**config.mk**
```make
export PLATFORM = sky130hd
export DESIGN_NAME = mfk_qsine
export DESIGN_NICKNAME = d
export VERILOG_FILES = /design/src/sv/mfk_pkg.sv /design/src/sv/mfk_qsine.sv
export SDC_FILE = /design/constraint.sdc
export NUM_CORES = 2
export LEC_CHECK = 0
export BUFFER_PORTS_ARGS = -buffer_cell sky130_fd_sc_hd__buf_4
export CORE_ASPECT_RATIO = 0.9
export CORE_MARGIN = 2
export CORE_UTILIZATION = 30
export CTS_CLUSTER_SIZE = 10
export DETAILED_ROUTE_END_ITERATION = 8
export SYNTH_ARGS = -nofsm -noshare
export SYNTH_HDL_FRONTEND = slang
export SYNTH_SLANG_ARGS = --single-unit
```
**constraint.sdc**
```tcl
create_clock -name clk -period 9.3 [get_ports clk]
set_clock_uncertainty 0.05 [all_clocks]
set_input_delay 1.86 -clock clk [delete_from_list [all_inputs] [get_ports clk]]
set_output_delay 1.86 -clock clk [all_outputs]
set_load 0.02 [all_outputs]
```
**src/sv/mfk_pkg.sv**
```systemverilog
package mfk_pkg;

  // register indexes on the configuration port
  localparam logic [2:0] REG_LOCK   = 3'd0;
  localparam logic [2:0] REG_RADIUS = 3'd1;
  localparam logic [2:0] REG_TRACK  = 3'd2;
  localparam logic [2:0] REG_BASE   = 3'd3;
  localparam logic [2:0] REG_OFFX   = 3'd4;
  localparam logic [2:0] REG_OFFY   = 3'd5;

  // 1800/pi in Q16; also half of the forward gain 7200/pi * 2^15
  localparam logic [25:0] K_MIX = 26'd37549362;
  localparam logic [26:0] K_FWD = 27'd75098724;

  // quarter sine polynomial, Q15
  localparam logic [15:0] SIN_C1  = 16'd51472;
  localparam logic [14:0] SIN_C3  = 15'd21024;
  localparam logic [11:0] SIN_C5  = 12'd2320;
  localparam logic [14:0] Q15_RND = 15'd16384;
  localparam logic [14:0] Q15_MAX = 15'd32767;

endpackage

```
**src/sv/mfk_qsine.sv**
```systemverilog
module mfk_qsine import mfk_pkg::*; (
  input  logic        clk,
  input  logic [15:0] z,
  output logic [14:0] s
);

  // four registered steps, one product each
  logic [15:0] z_a, z_b, z_c;
  logic [15:0] z2_a, z2_b;
  logic [14:0] t1_b;
  logic [15:0] t2_c;

  logic [30:0] zz;
  logic [26:0] m1;
  logic [29:0] m2;
  logic [30:0] m3;
  logic [15:0] r3;

  always_comb begin
    zz = 31'(z) * 31'(z);
    m1 = 27'(z2_a) * 27'(SIN_C5);
    m2 = 30'(z2_b) * 30'(t1_b);
    m3 = 31'(z_c) * 31'(t2_c);
    r3 = 16'((m3 + 31'(Q15_RND)) >> 15);
  end

  always_ff @(posedge clk) begin
    z_a  <= z;
    z2_a <= 16'((zz + 31'(Q15_RND)) >> 15);
    z_b  <= z_a;
    z2_b <= z2_a;
    t1_b <= SIN_C3 - 15'((m1 + 27'(Q15_RND)) >> 15);
    z_c  <= z_b;
    t2_c <= SIN_C1 - 16'((m2 + 30'(Q15_RND)) >> 15);
    s    <= (r3 > 16'(Q15_MAX)) ? Q15_MAX : r3[14:0];
  end

endmodule

```
==> flow_metrics.tcl <==
set metrics [dict create \
    outcome "finished clean" \
    ys_types 87 \
    end_kind "register" \
    start_util 0.302 \
    pin_count 32 \
    synth.mux.area_fraction 0.00287 \
    hold_class "reg -> reg" \
    nets 3852 \
    relSlewSlack 0.444 \
    clock.fmax_mhz 132 \
    synth-edff-count 0 \
    cts_tree "done" \
    vias 18435 \
    drtAntennaViolNets 0 \
    overflow 0 \
    hold_viol 0 \
    cts_setup_buffers 0 \
    wl_mm 58.0 \
    synth_nets 3884 \
    cts_hold_buf 0 \
    dieArea_sq_um 94000 \
    clkTransAtPathRegs_ps 60 \
    grt_pass1_vias 20025 \
    worstSetupPathType "in -> reg" \
    synthArstFlopShare 0 \
    grt_max_degree 20 \
    root_buffer "clkbuf_16" \
    core-area_sq_um 90900 \
    wl_per_cell_um 13.9 \
    synth_xor_area_frac 0.0312 \
    period_share 0.813 \
    cp.arrival_ps 7900 \
    syn_avg_cell_area_sq_um 9.29 \
    ctsResizeCount 0 \
    first_pass_iters 6 \
    diodes 0 \
    synth_cells 2956 \
    clk_path_buf_depth 2 \
    place_congestion 0.828 \
    grt_setup_unrepaired "no" \
    yosys.area_share.adder 0.560 \
    ys.flop_type "dfxtp_1" \
    routed_via_density 4.42 \
    cp_top_family "adder cells" \
    drc 0 \
    crit_chain "buf_4, inv_1, nor2_1, fa_1, fa_1, fa_1, inv_1, fa_1, inv_1, fa_1, fa_1, ha_1, a21o_1, a21o_1, a21o_1, a21o_1, a21o_1, a21o_1, a21o_1, a221oi_1, a21oi_1, a21oi_1, xnor2_1" \
    cts_made_buffers 17 \
    timing.critical_path.mode_cell "a21o_1" \
    grt_usage 0.133 \
    flow.area_growth_from_synthesis_pct 7.51 \
    synth_top_family_by_area "adder cells" \
    cpPeakStageDelay_ps 530 \
    yosys.area_share.simple 0.143 \
    path_max_fanout 14 \
    drtIter0Drc 816 \
    rows 105 \
    cts.sinks 124 \
    synth-seq-area-share 0.0904 \
    cp_slowest_cell "fa_1" \
    maxCapViolations 0 \
    ys_warn_count 0 \
    worst_slew_pin_slew_ps 833 \
    netlist_area_sq_um 27500 \
    die_h_um 291 \
    portBuffers 31 \
    setup_viol_count_final 0 \
    cp.buffers_inverters 4 \
    ys_ff_latch 124 \
    final_common_cell "inv_1" \
    setup_tns_ps 0 \
    cp-start-kind "input port" \
    slew_violations 0 \
    critical_path_required_ps 9640 \
    antenna_found_initial 0 \
    grt_pass1_wl_mm 101 \
    fp.dieW_um 323 \
    drive_gt1_frac 0.0402 \
    synth-compound-area-share 0.0607 \
    htreeDepth 4 \
    layout_common_cells "inv_1 (732), fa_1 (530), ha_1 (381), nand2_1 (336), and2_1 (261)" \
    clock_latency_ps 470 \
    dp.final_hpwl_mm 48.8 \
    min_period_ps 7560 \
]
## through the flow
stage | utilization | instance area, sq um | setup slack [ps] | cells | hold WS, ps
2_1_floorplan | - | 27500 | 1660 | 2956 | 260
3_3_place_gp | 0.319 | 29000 | 1320 | 4135 | 262
3_5_place_dp | 0.319 | 29000 | 1290 | 4135 | 262
4_1_cts | 0.325 | 29500 | 1760 | 4167 | 276
5_1_grt | 0.325 | 29500 | 1340 | 4167 | 278
6_report | 0.325 | 29500 | 1740 | 4167 | 276
## per-layer routing
| metal | share of wire | wire, um | track usage | vias to the layer above |
|---|---|---|---|---|
| met3 | 0.041 | 2400 | 0.0205 | 59 |
| li1 | - | - | - | 8853 |
| met2 | 0.45 | 26000 | 0.212 | 311 |
| met1 | 0.49 | 28300 | 0.186 | 9212 |
| met4 | 0.022 | 1270 | 0.0387 | 0 |
| met5 | 0 | 0 | 0 | - |
## area by class of cell
class / instances / area [sq um]
clock buffers: 17 / 425
clock inverters: 15 / 151
fillers: 9564 / 61400
inverters: 732 / 2750
multi-input cells: 2011 / 21900
flip-flops and latches: 124 / 2480
well taps: 1230 / 1540
repair buffers: 38 / 285
## synthesized netlist by cell type (3+ instances only)
cell type | number | area (sq um)
a2111oi_0 | 3 | 26.3
a211oi_1 | 6 | 45.0
a21o_1 | 42 | 315
a21oi_1 | 46 | 230
a21oi_2 | 5 | 43.8
a221oi_1 | 4 | 35.0
a31oi_1 | 5 | 31.3
and2_1 | 261 | 1630
and3_1 | 14 | 87.6
and4_1 | 7 | 61.3
clkbuf_1 | 87 | 327
dfxtp_1 | 124 | 2480
fa_1 | 530 | 10600
ha_1 | 381 | 4770
inv_1 | 732 | 2750
mux2_2 | 3 | 33.8
mux2i_1 | 3 | 30.0
nand2_1 | 336 | 1260
nand2b_1 | 16 | 100
nand3_1 | 18 | 90.1
nand3b_1 | 5 | 37.5
nor2_1 | 46 | 173
nor2b_1 | 12 | 75.1
nor3_1 | 12 | 60.1
nor3_2 | 3 | 30.0
o211ai_1 | 11 | 82.6
o21a_1 | 14 | 105
o21ai_0 | 27 | 135
o21ai_1 | 7 | 35.0
o21bai_1 | 12 | 90.1
o31ai_1 | 3 | 22.5
or2_2 | 8 | 50.1
or3_1 | 12 | 75.1
xnor2_1 | 62 | 543
xor2_1 | 34 | 298
## path summary, 6_finish.rpt
path	startpoint	endpoint	slack, ps	depth (start not counted)
max reg2reg	t1_b[6]$_DFF_P_	t2_c[13]$_DFF_P_	1790	22
min reg2reg	z_b[2]$_DFF_P_	z_c[2]$_DFF_P_	280	0
max	z[8]	z2_a[15]$_DFF_P_	1740	23
min	z_b[2]$_DFF_P_	z_c[2]$_DFF_P_	280	0
## cells by family after synthesis
| kind of cell | count (synthesis) |
|---|---|
| buffers and inverters | 821 |
| AOI/OAI and AO/OA | 225 |
| DFF | 124 |
| and+or+nand+nor | 771 |
| adders and majority gates | 911 |
| muxes | 7 |
| xor gates and xnor gates | 97 |
## sequential cells by signal, indices dropped and copies added, names as in the netlist
signal / cells
t2_c: 16
t1_b: 13
z_a: 16
z_c: 16
z_b: 16
z2_b: 16
z2_a: 16
s: 15
Power is not shown: default switching activity piles up to over one toggle a cycle in this logic, so the estimate is an artifact.
