===== config.mk =====
export PLATFORM = sky130hd
export DESIGN_NAME = mfk_div_row
export DESIGN_NICKNAME = d
export VERILOG_FILES = /design/src/sv/mfk_div_cell.sv /design/src/sv/mfk_div_row.sv
export SDC_FILE = /design/constraint.sdc
export NUM_CORES = 1
export LEC_CHECK = 0
export BUFFER_PORTS_ARGS = -buffer_cell sky130_fd_sc_hd__buf_2
export CAP_MARGIN = 10
export CORE_ASPECT_RATIO = 0.75
export CORE_MARGIN = 3
export CORE_UTILIZATION = 60
export CTS_CLUSTER_DIAMETER = 150
export CTS_CLUSTER_SIZE = 16
export DETAILED_ROUTE_END_ITERATION = 12
export GPL_ROUTABILITY_DRIVEN = 0
export PLACE_DENSITY = 0.77
export SYNTH_ARGS = -nofsm -noshare
export SYNTH_HDL_FRONTEND = slang
export SYNTH_SLANG_ARGS = --single-unit

===== constraint.sdc =====
create_clock -name clk -period 8.3 [get_ports clk]
set_input_delay 1.245 -clock clk [delete_from_list [all_inputs] [get_ports clk]]
set_output_delay 1.245 -clock clk [all_outputs]
set_load 0.1 [all_outputs]

===== src/sv/mfk_div_cell.sv =====
module mfk_div_cell #(
  parameter int NW = 31,
  parameter int DW = 13,
  parameter int W  = 17,
  parameter int SH = 0
) (
  input  logic          clk,
  input  logic [NW-1:0] rem_in,
  input  logic [W-1:0]  quo_in,
  input  logic          neg_in,
  input  logic [DW-1:0] den,
  output logic [NW-1:0] rem_out,
  output logic [W-1:0]  quo_out,
  output logic          neg_out
);

  localparam int CW = NW + DW + SH;

  logic [CW-1:0] dsh;
  logic          ge;

  always_comb begin
    dsh = CW'(den) << SH;
    ge  = CW'(rem_in) >= dsh;
  end

  // one quotient bit per cell
  always_ff @(posedge clk) begin
    rem_out <= ge ? (rem_in - dsh[NW-1:0]) : rem_in;
    quo_out <= {quo_in[W-2:0], ge};
    neg_out <= neg_in;
  end

endmodule


===== src/sv/mfk_div_row.sv =====
module mfk_div_row #(
  parameter int NW  = 31,
  parameter int DW  = 13,
  parameter int W   = 17,
  parameter int PAD = 1
) (
  input  logic          clk,
  input  logic [NW-1:0] num,
  input  logic [DW-1:0] den,
  input  logic          neg_in,
  output logic [W-1:0]  quo,
  output logic          neg_out
);

  logic [NW-1:0] rem [W+1];
  logic [W-1:0]  qv  [W+1];
  logic          ng  [W+1];

  assign rem[0] = num;
  assign qv[0]  = '0;
  assign ng[0]  = neg_in;

  for (genvar i = 0; i < W; i++) begin : g_cell
    mfk_div_cell #(.NW(NW), .DW(DW), .W(W), .SH(W - 1 - i)) u_cell (
      .clk     (clk),
      .rem_in  (rem[i]),
      .quo_in  (qv[i]),
      .neg_in  (ng[i]),
      .den     (den),
      .rem_out (rem[i+1]),
      .quo_out (qv[i+1]),
      .neg_out (ng[i+1])
    );
  end

  // alignment stages so all rows finish together
  if (PAD == 0) begin : g_nopad
    assign quo     = qv[W];
    assign neg_out = ng[W];
  end else begin : g_pad
    logic [W-1:0] pq [PAD];
    logic         pn [PAD];
    always_ff @(posedge clk) begin
      pq[0] <= qv[W];
      pn[0] <= ng[W];
      for (int k = 1; k < PAD; k++) begin
        pq[k] <= pq[k-1];
        pn[k] <= pn[k-1];
      end
    end
    assign quo     = pq[PAD-1];
    assign neg_out = pn[PAD-1];
  end

endmodule


==> results.txt <==
----------------------------------------------------
[CTS]
  H-tree level count ... 2
  Count of hold-fix buffers inserted at cts ... 0
  Number of instances resized during post-cts repair ... 0
  Number of sinks on the clock net ... 684
  Clock root buffer ... sky130_fd_sc_hd__clkbuf_16
  Clock insertion delay at the later pin of the skew report ... between 0.6 and 0.7 ns
  TritonCTS Buffers ... 48
  Clk buf depth ... 3
  Register clock-pin slew on the reported worst setup and hold paths ... 0.08 ns
  Post-CTS repair timing setup buffer count ... 0
  Clock tree from TritonCTS ... yes

[GRT]
  Vias in the first global route ... 21710
  Initial antenna violation count ... 0
  Total congestion overflow after global routing ... 0
  Wire length of the first global-routing pass ... 110200 um
  Largest net degree at the start of global routing ... 36
  GRT Total Usage ... 0.2547

[Worst hold path]
  WHS Endpoint ... g_cell[13].u_cell.quo_out[2]
  Worst hold start ... g_cell[12].u_cell.quo_out[1]
  Tightest Hold Check Type ... flop to flop
  Hold Path Cell Cnt ... 0

[Worst setup path]
  Worst Path Required ... 8.81 ns
  Cell breakdown of the critical path ... buf_2, inv_1, buf_4, ha_1, nor2b_1, o31a_1, o41a_1, o41ai_2, o31a_1, inv_2, mux2_2
  Reg-to-reg endpoint ... g_cell[9].u_cell.rem_out[8]
  Crit end category ... flop
  Critical-path maximum fanout ... 25
  Worst R2R Start ... g_cell[8].u_cell.rem_out[7]
  Max stage delay cell, worst path ... sky130_fd_sc_hd__o31a_1
  Most common cell on crit path ... sky130_fd_sc_hd__o31a_1
  R2R depth ... 10
  Critical path type ... input port to flop
  Minimum setup slack among reg-to-reg paths ... just under 5 ns
  Crit. Startpoint ... den[1]
  Signal arrival time at the worst endpoint ... 5.33 ns
  Stage delay of the slowest cell on the critical path ... 0.77 ns
  Type of origin of the critical path ... input port

[Timing]
  Time the worst path needs with I/O delays and setup ... 4.822 ns
  Worst-case headroom to the max-slew limit ... 0.1948
  Fmax ... 0.2074 GHz
  Count of final hold-check violations ... 0
  Final setup violation count ... 0
  Total negative slack for setup checks ... 0 ns
  Worst hold slack after final layout ... 0.3235 ns
  Slew @ Worst Pin ... 1.207 ns
  Period utilization ... 0.5809
  Final number of max-transition violations ... 0
  Setup repair after global routing missed its margin ... false
  Clock tree skew after final layout ... around 0.024 ns

[Routing]
  Vias ... 22860
  Number of design rule violations left after detail routing ... 0
  Via-to-Cell Ratio ... roughly 6.0
  Length of the first detailed-routing pass in iterations ... 6
  Post-Route WL ... 68110 um
  Post-DRT Antenna Nets ... 0
  Initial detailed-routing violation count ... between 1500 and 2000
  Avg WL per Cell ... roughly 18 um

[Place]
  Post-DP HPWL ... 49910 um
  Port Buffers ... 63

[Cells and area]
  Signed area change from the synthesized netlist to the final layout ... 7.895%
  Fraction of layout cells with a size suffix above 1 ... 0.07599
  Filler cells ... 3859
  Fin nets ... ~3400
  Fin util ... 0.6585
  Ant. Diodes ... 0

[Floorplanning]
  Initial cell density of the core ... 0.6104
  X dimension of the die ... 263.9 um
  Area of the die ... 52640 um2
  Number of placement rows ... 70
  Placeable core region ... 49050 um2
  Number of top-level design ports ... 64
  Overall die height ... between 150 and 200 um

[Yosys]
  Most frequent cells after synthesis ... 684 x sky130_fd_sc_hd__dfxtp_1, 221 x sky130_fd_sc_hd__ha_1, 219 x sky130_fd_sc_hd__nand2_1
  Post-synthesis net count ... 3333
  Fraction of synthesis flops using an asynchronous set or reset pin ... 0
  Sequential-to-total area share from yosys stat ... 0.4574
  Most used standard cell by instance count after synthesis ... sky130_fd_sc_hd__dfxtp_1
  Post-Synthesis Cells ... 3050
  Library cells used by synthesis ... 88
  Fraction of post-synthesis cell area in the top cell type by area ... 0.4574
  Largest cells by area after synthesis ... sky130_fd_sc_hd__dfxtp_1 46%, sky130_fd_sc_hd__ha_1 9.2%, sky130_fd_sc_hd__xnor2_1 4.1%
  Synthesized area ... 29940 um2
  Largest area contributor in the synthesized netlist ... sky130_fd_sc_hd__dfxtp_1
  Yosys warns ... 0
  Number of flops mapped to enable cells by yosys ... 0
  Most used DFF post-synth ... sky130_fd_sc_hd__dfxtp_1
  Seq cells post-synth ... 684
  Per-instance average area after synthesis ... 9.815 um2

[Power and ir drop]
  Reported leakage power ... 13.17 nW
  Power density of the placed cells ... 382.4 nW/um2
  Total power consumption of the routed design ... 12.35 mW
  VDD IR max ... 0.0002018 V

[Run]
  Max_cap viols ... 0

[Run status]
  Outcome ... finished, final reports clean

----------------------------------------------------
## stage by stage
stage / area (um2) / worst slack (ns) / instances
after floorplan: 29940 / 4.081 / 3050
after global placement: 31010 / 3.006 / 3727
after detailed placement: 31010 / 2.833 / 3727
after CTS: 32280 / 3.487 / 3779
after global routing: 32300 / 3.174 / 3780
final: 32300 / 3.478 / 3780
## critical path: cells and delay by family
family | cells | cell delay [ns]
AND/OR/NAND/NOR | 1 | 0.14
buffers and inverters | 4 | 1.36
AO/OA/AOI/OAI | 4 | 1.89
adder cells (fa/ha/maj) | 1 | 0.34
multiplexers | 1 | 0.34
## kinds of logic (layout without fill, tap and decap cells)
group           count (synthesis)  count (layout)  synth area share
simple gates                  959             959            0.1704
flops                         684             684            0.4574
compound gates                677             677            0.1448
xor+xnor                      277             277           0.08104
fa+ha+maj                     237             237            0.1031
buf+inv                       155             237           0.02061
mux                            61              61           0.02261
## layout make-up
class	instances	area [um2]	area share
repair buffers	83	473.0	0.01464
clock buffers	48	1201	0.03719
flip-flops and latches	684	13690	0.4239
inverters	102	382.9	0.01185
multi-input cells	2211	15660	0.4850
clock inverters	4	75.07	0.002324
well taps	648	810.8	0.02510
## how the worst max path moves through the flow
stage                                    to  slack (ns)
3_3_place_gp   g_cell[12].u_cell.rem_out[9]        3.01
3_5_place_dp   g_cell[12].u_cell.rem_out[9]        2.83
6_report       g_cell[12].u_cell.rem_out[9]        3.48
2_1_floorplan  g_cell[0].u_cell.rem_out[20]        4.08
4_1_cts        g_cell[12].u_cell.rem_out[9]        3.49
5_1_grt        g_cell[12].u_cell.rem_out[9]        3.17
## metal layers
layer | share of wire | vias to the layer above | global-route usage
met5 | 0 | - | 0
met4 | 0.023 | 0 | 0.07163
met3 | 0.064 | 132 | 0.04148
met2 | 0.44 | 736 | 0.4069
met1 | 0.47 | 10820 | 0.3597
li1 | - | 11170 | -
## placed cells by master (no fill, tap or decap), types with 48 or more instances in the layout
master                        n
sky130_fd_sc_hd__a21o_1      63
sky130_fd_sc_hd__o21ai_0    199
sky130_fd_sc_hd__xor2_1     136
sky130_fd_sc_hd__buf_2       63
sky130_fd_sc_hd__nor3_1      94
sky130_fd_sc_hd__nor4_1      75
sky130_fd_sc_hd__clkbuf_16   48
sky130_fd_sc_hd__a21oi_1    169
sky130_fd_sc_hd__nand2_1    219
sky130_fd_sc_hd__mux2_2      53
sky130_fd_sc_hd__dfxtp_1    684
sky130_fd_sc_hd__inv_1       99
sky130_fd_sc_hd__nor2_1     198
sky130_fd_sc_hd__ha_1       221
sky130_fd_sc_hd__nand3_1     55
sky130_fd_sc_hd__xnor2_1    141
## state kept, by name, summed over array words and instances, names as in the netlist
register	flops
g_pad.pq	17
g_cell.u_cell.neg_out	17
g_cell.u_cell.quo_out	153
g_cell.u_cell.rem_out	496
g_pad.pn	1
## power breakdown
group	switching [mW]	internal [mW]
Sequential	0.822	4.33
Clock	1.08	1.06
Combinational	2.77	2.29
Note: power is estimated with default switching activity, not from simulation.
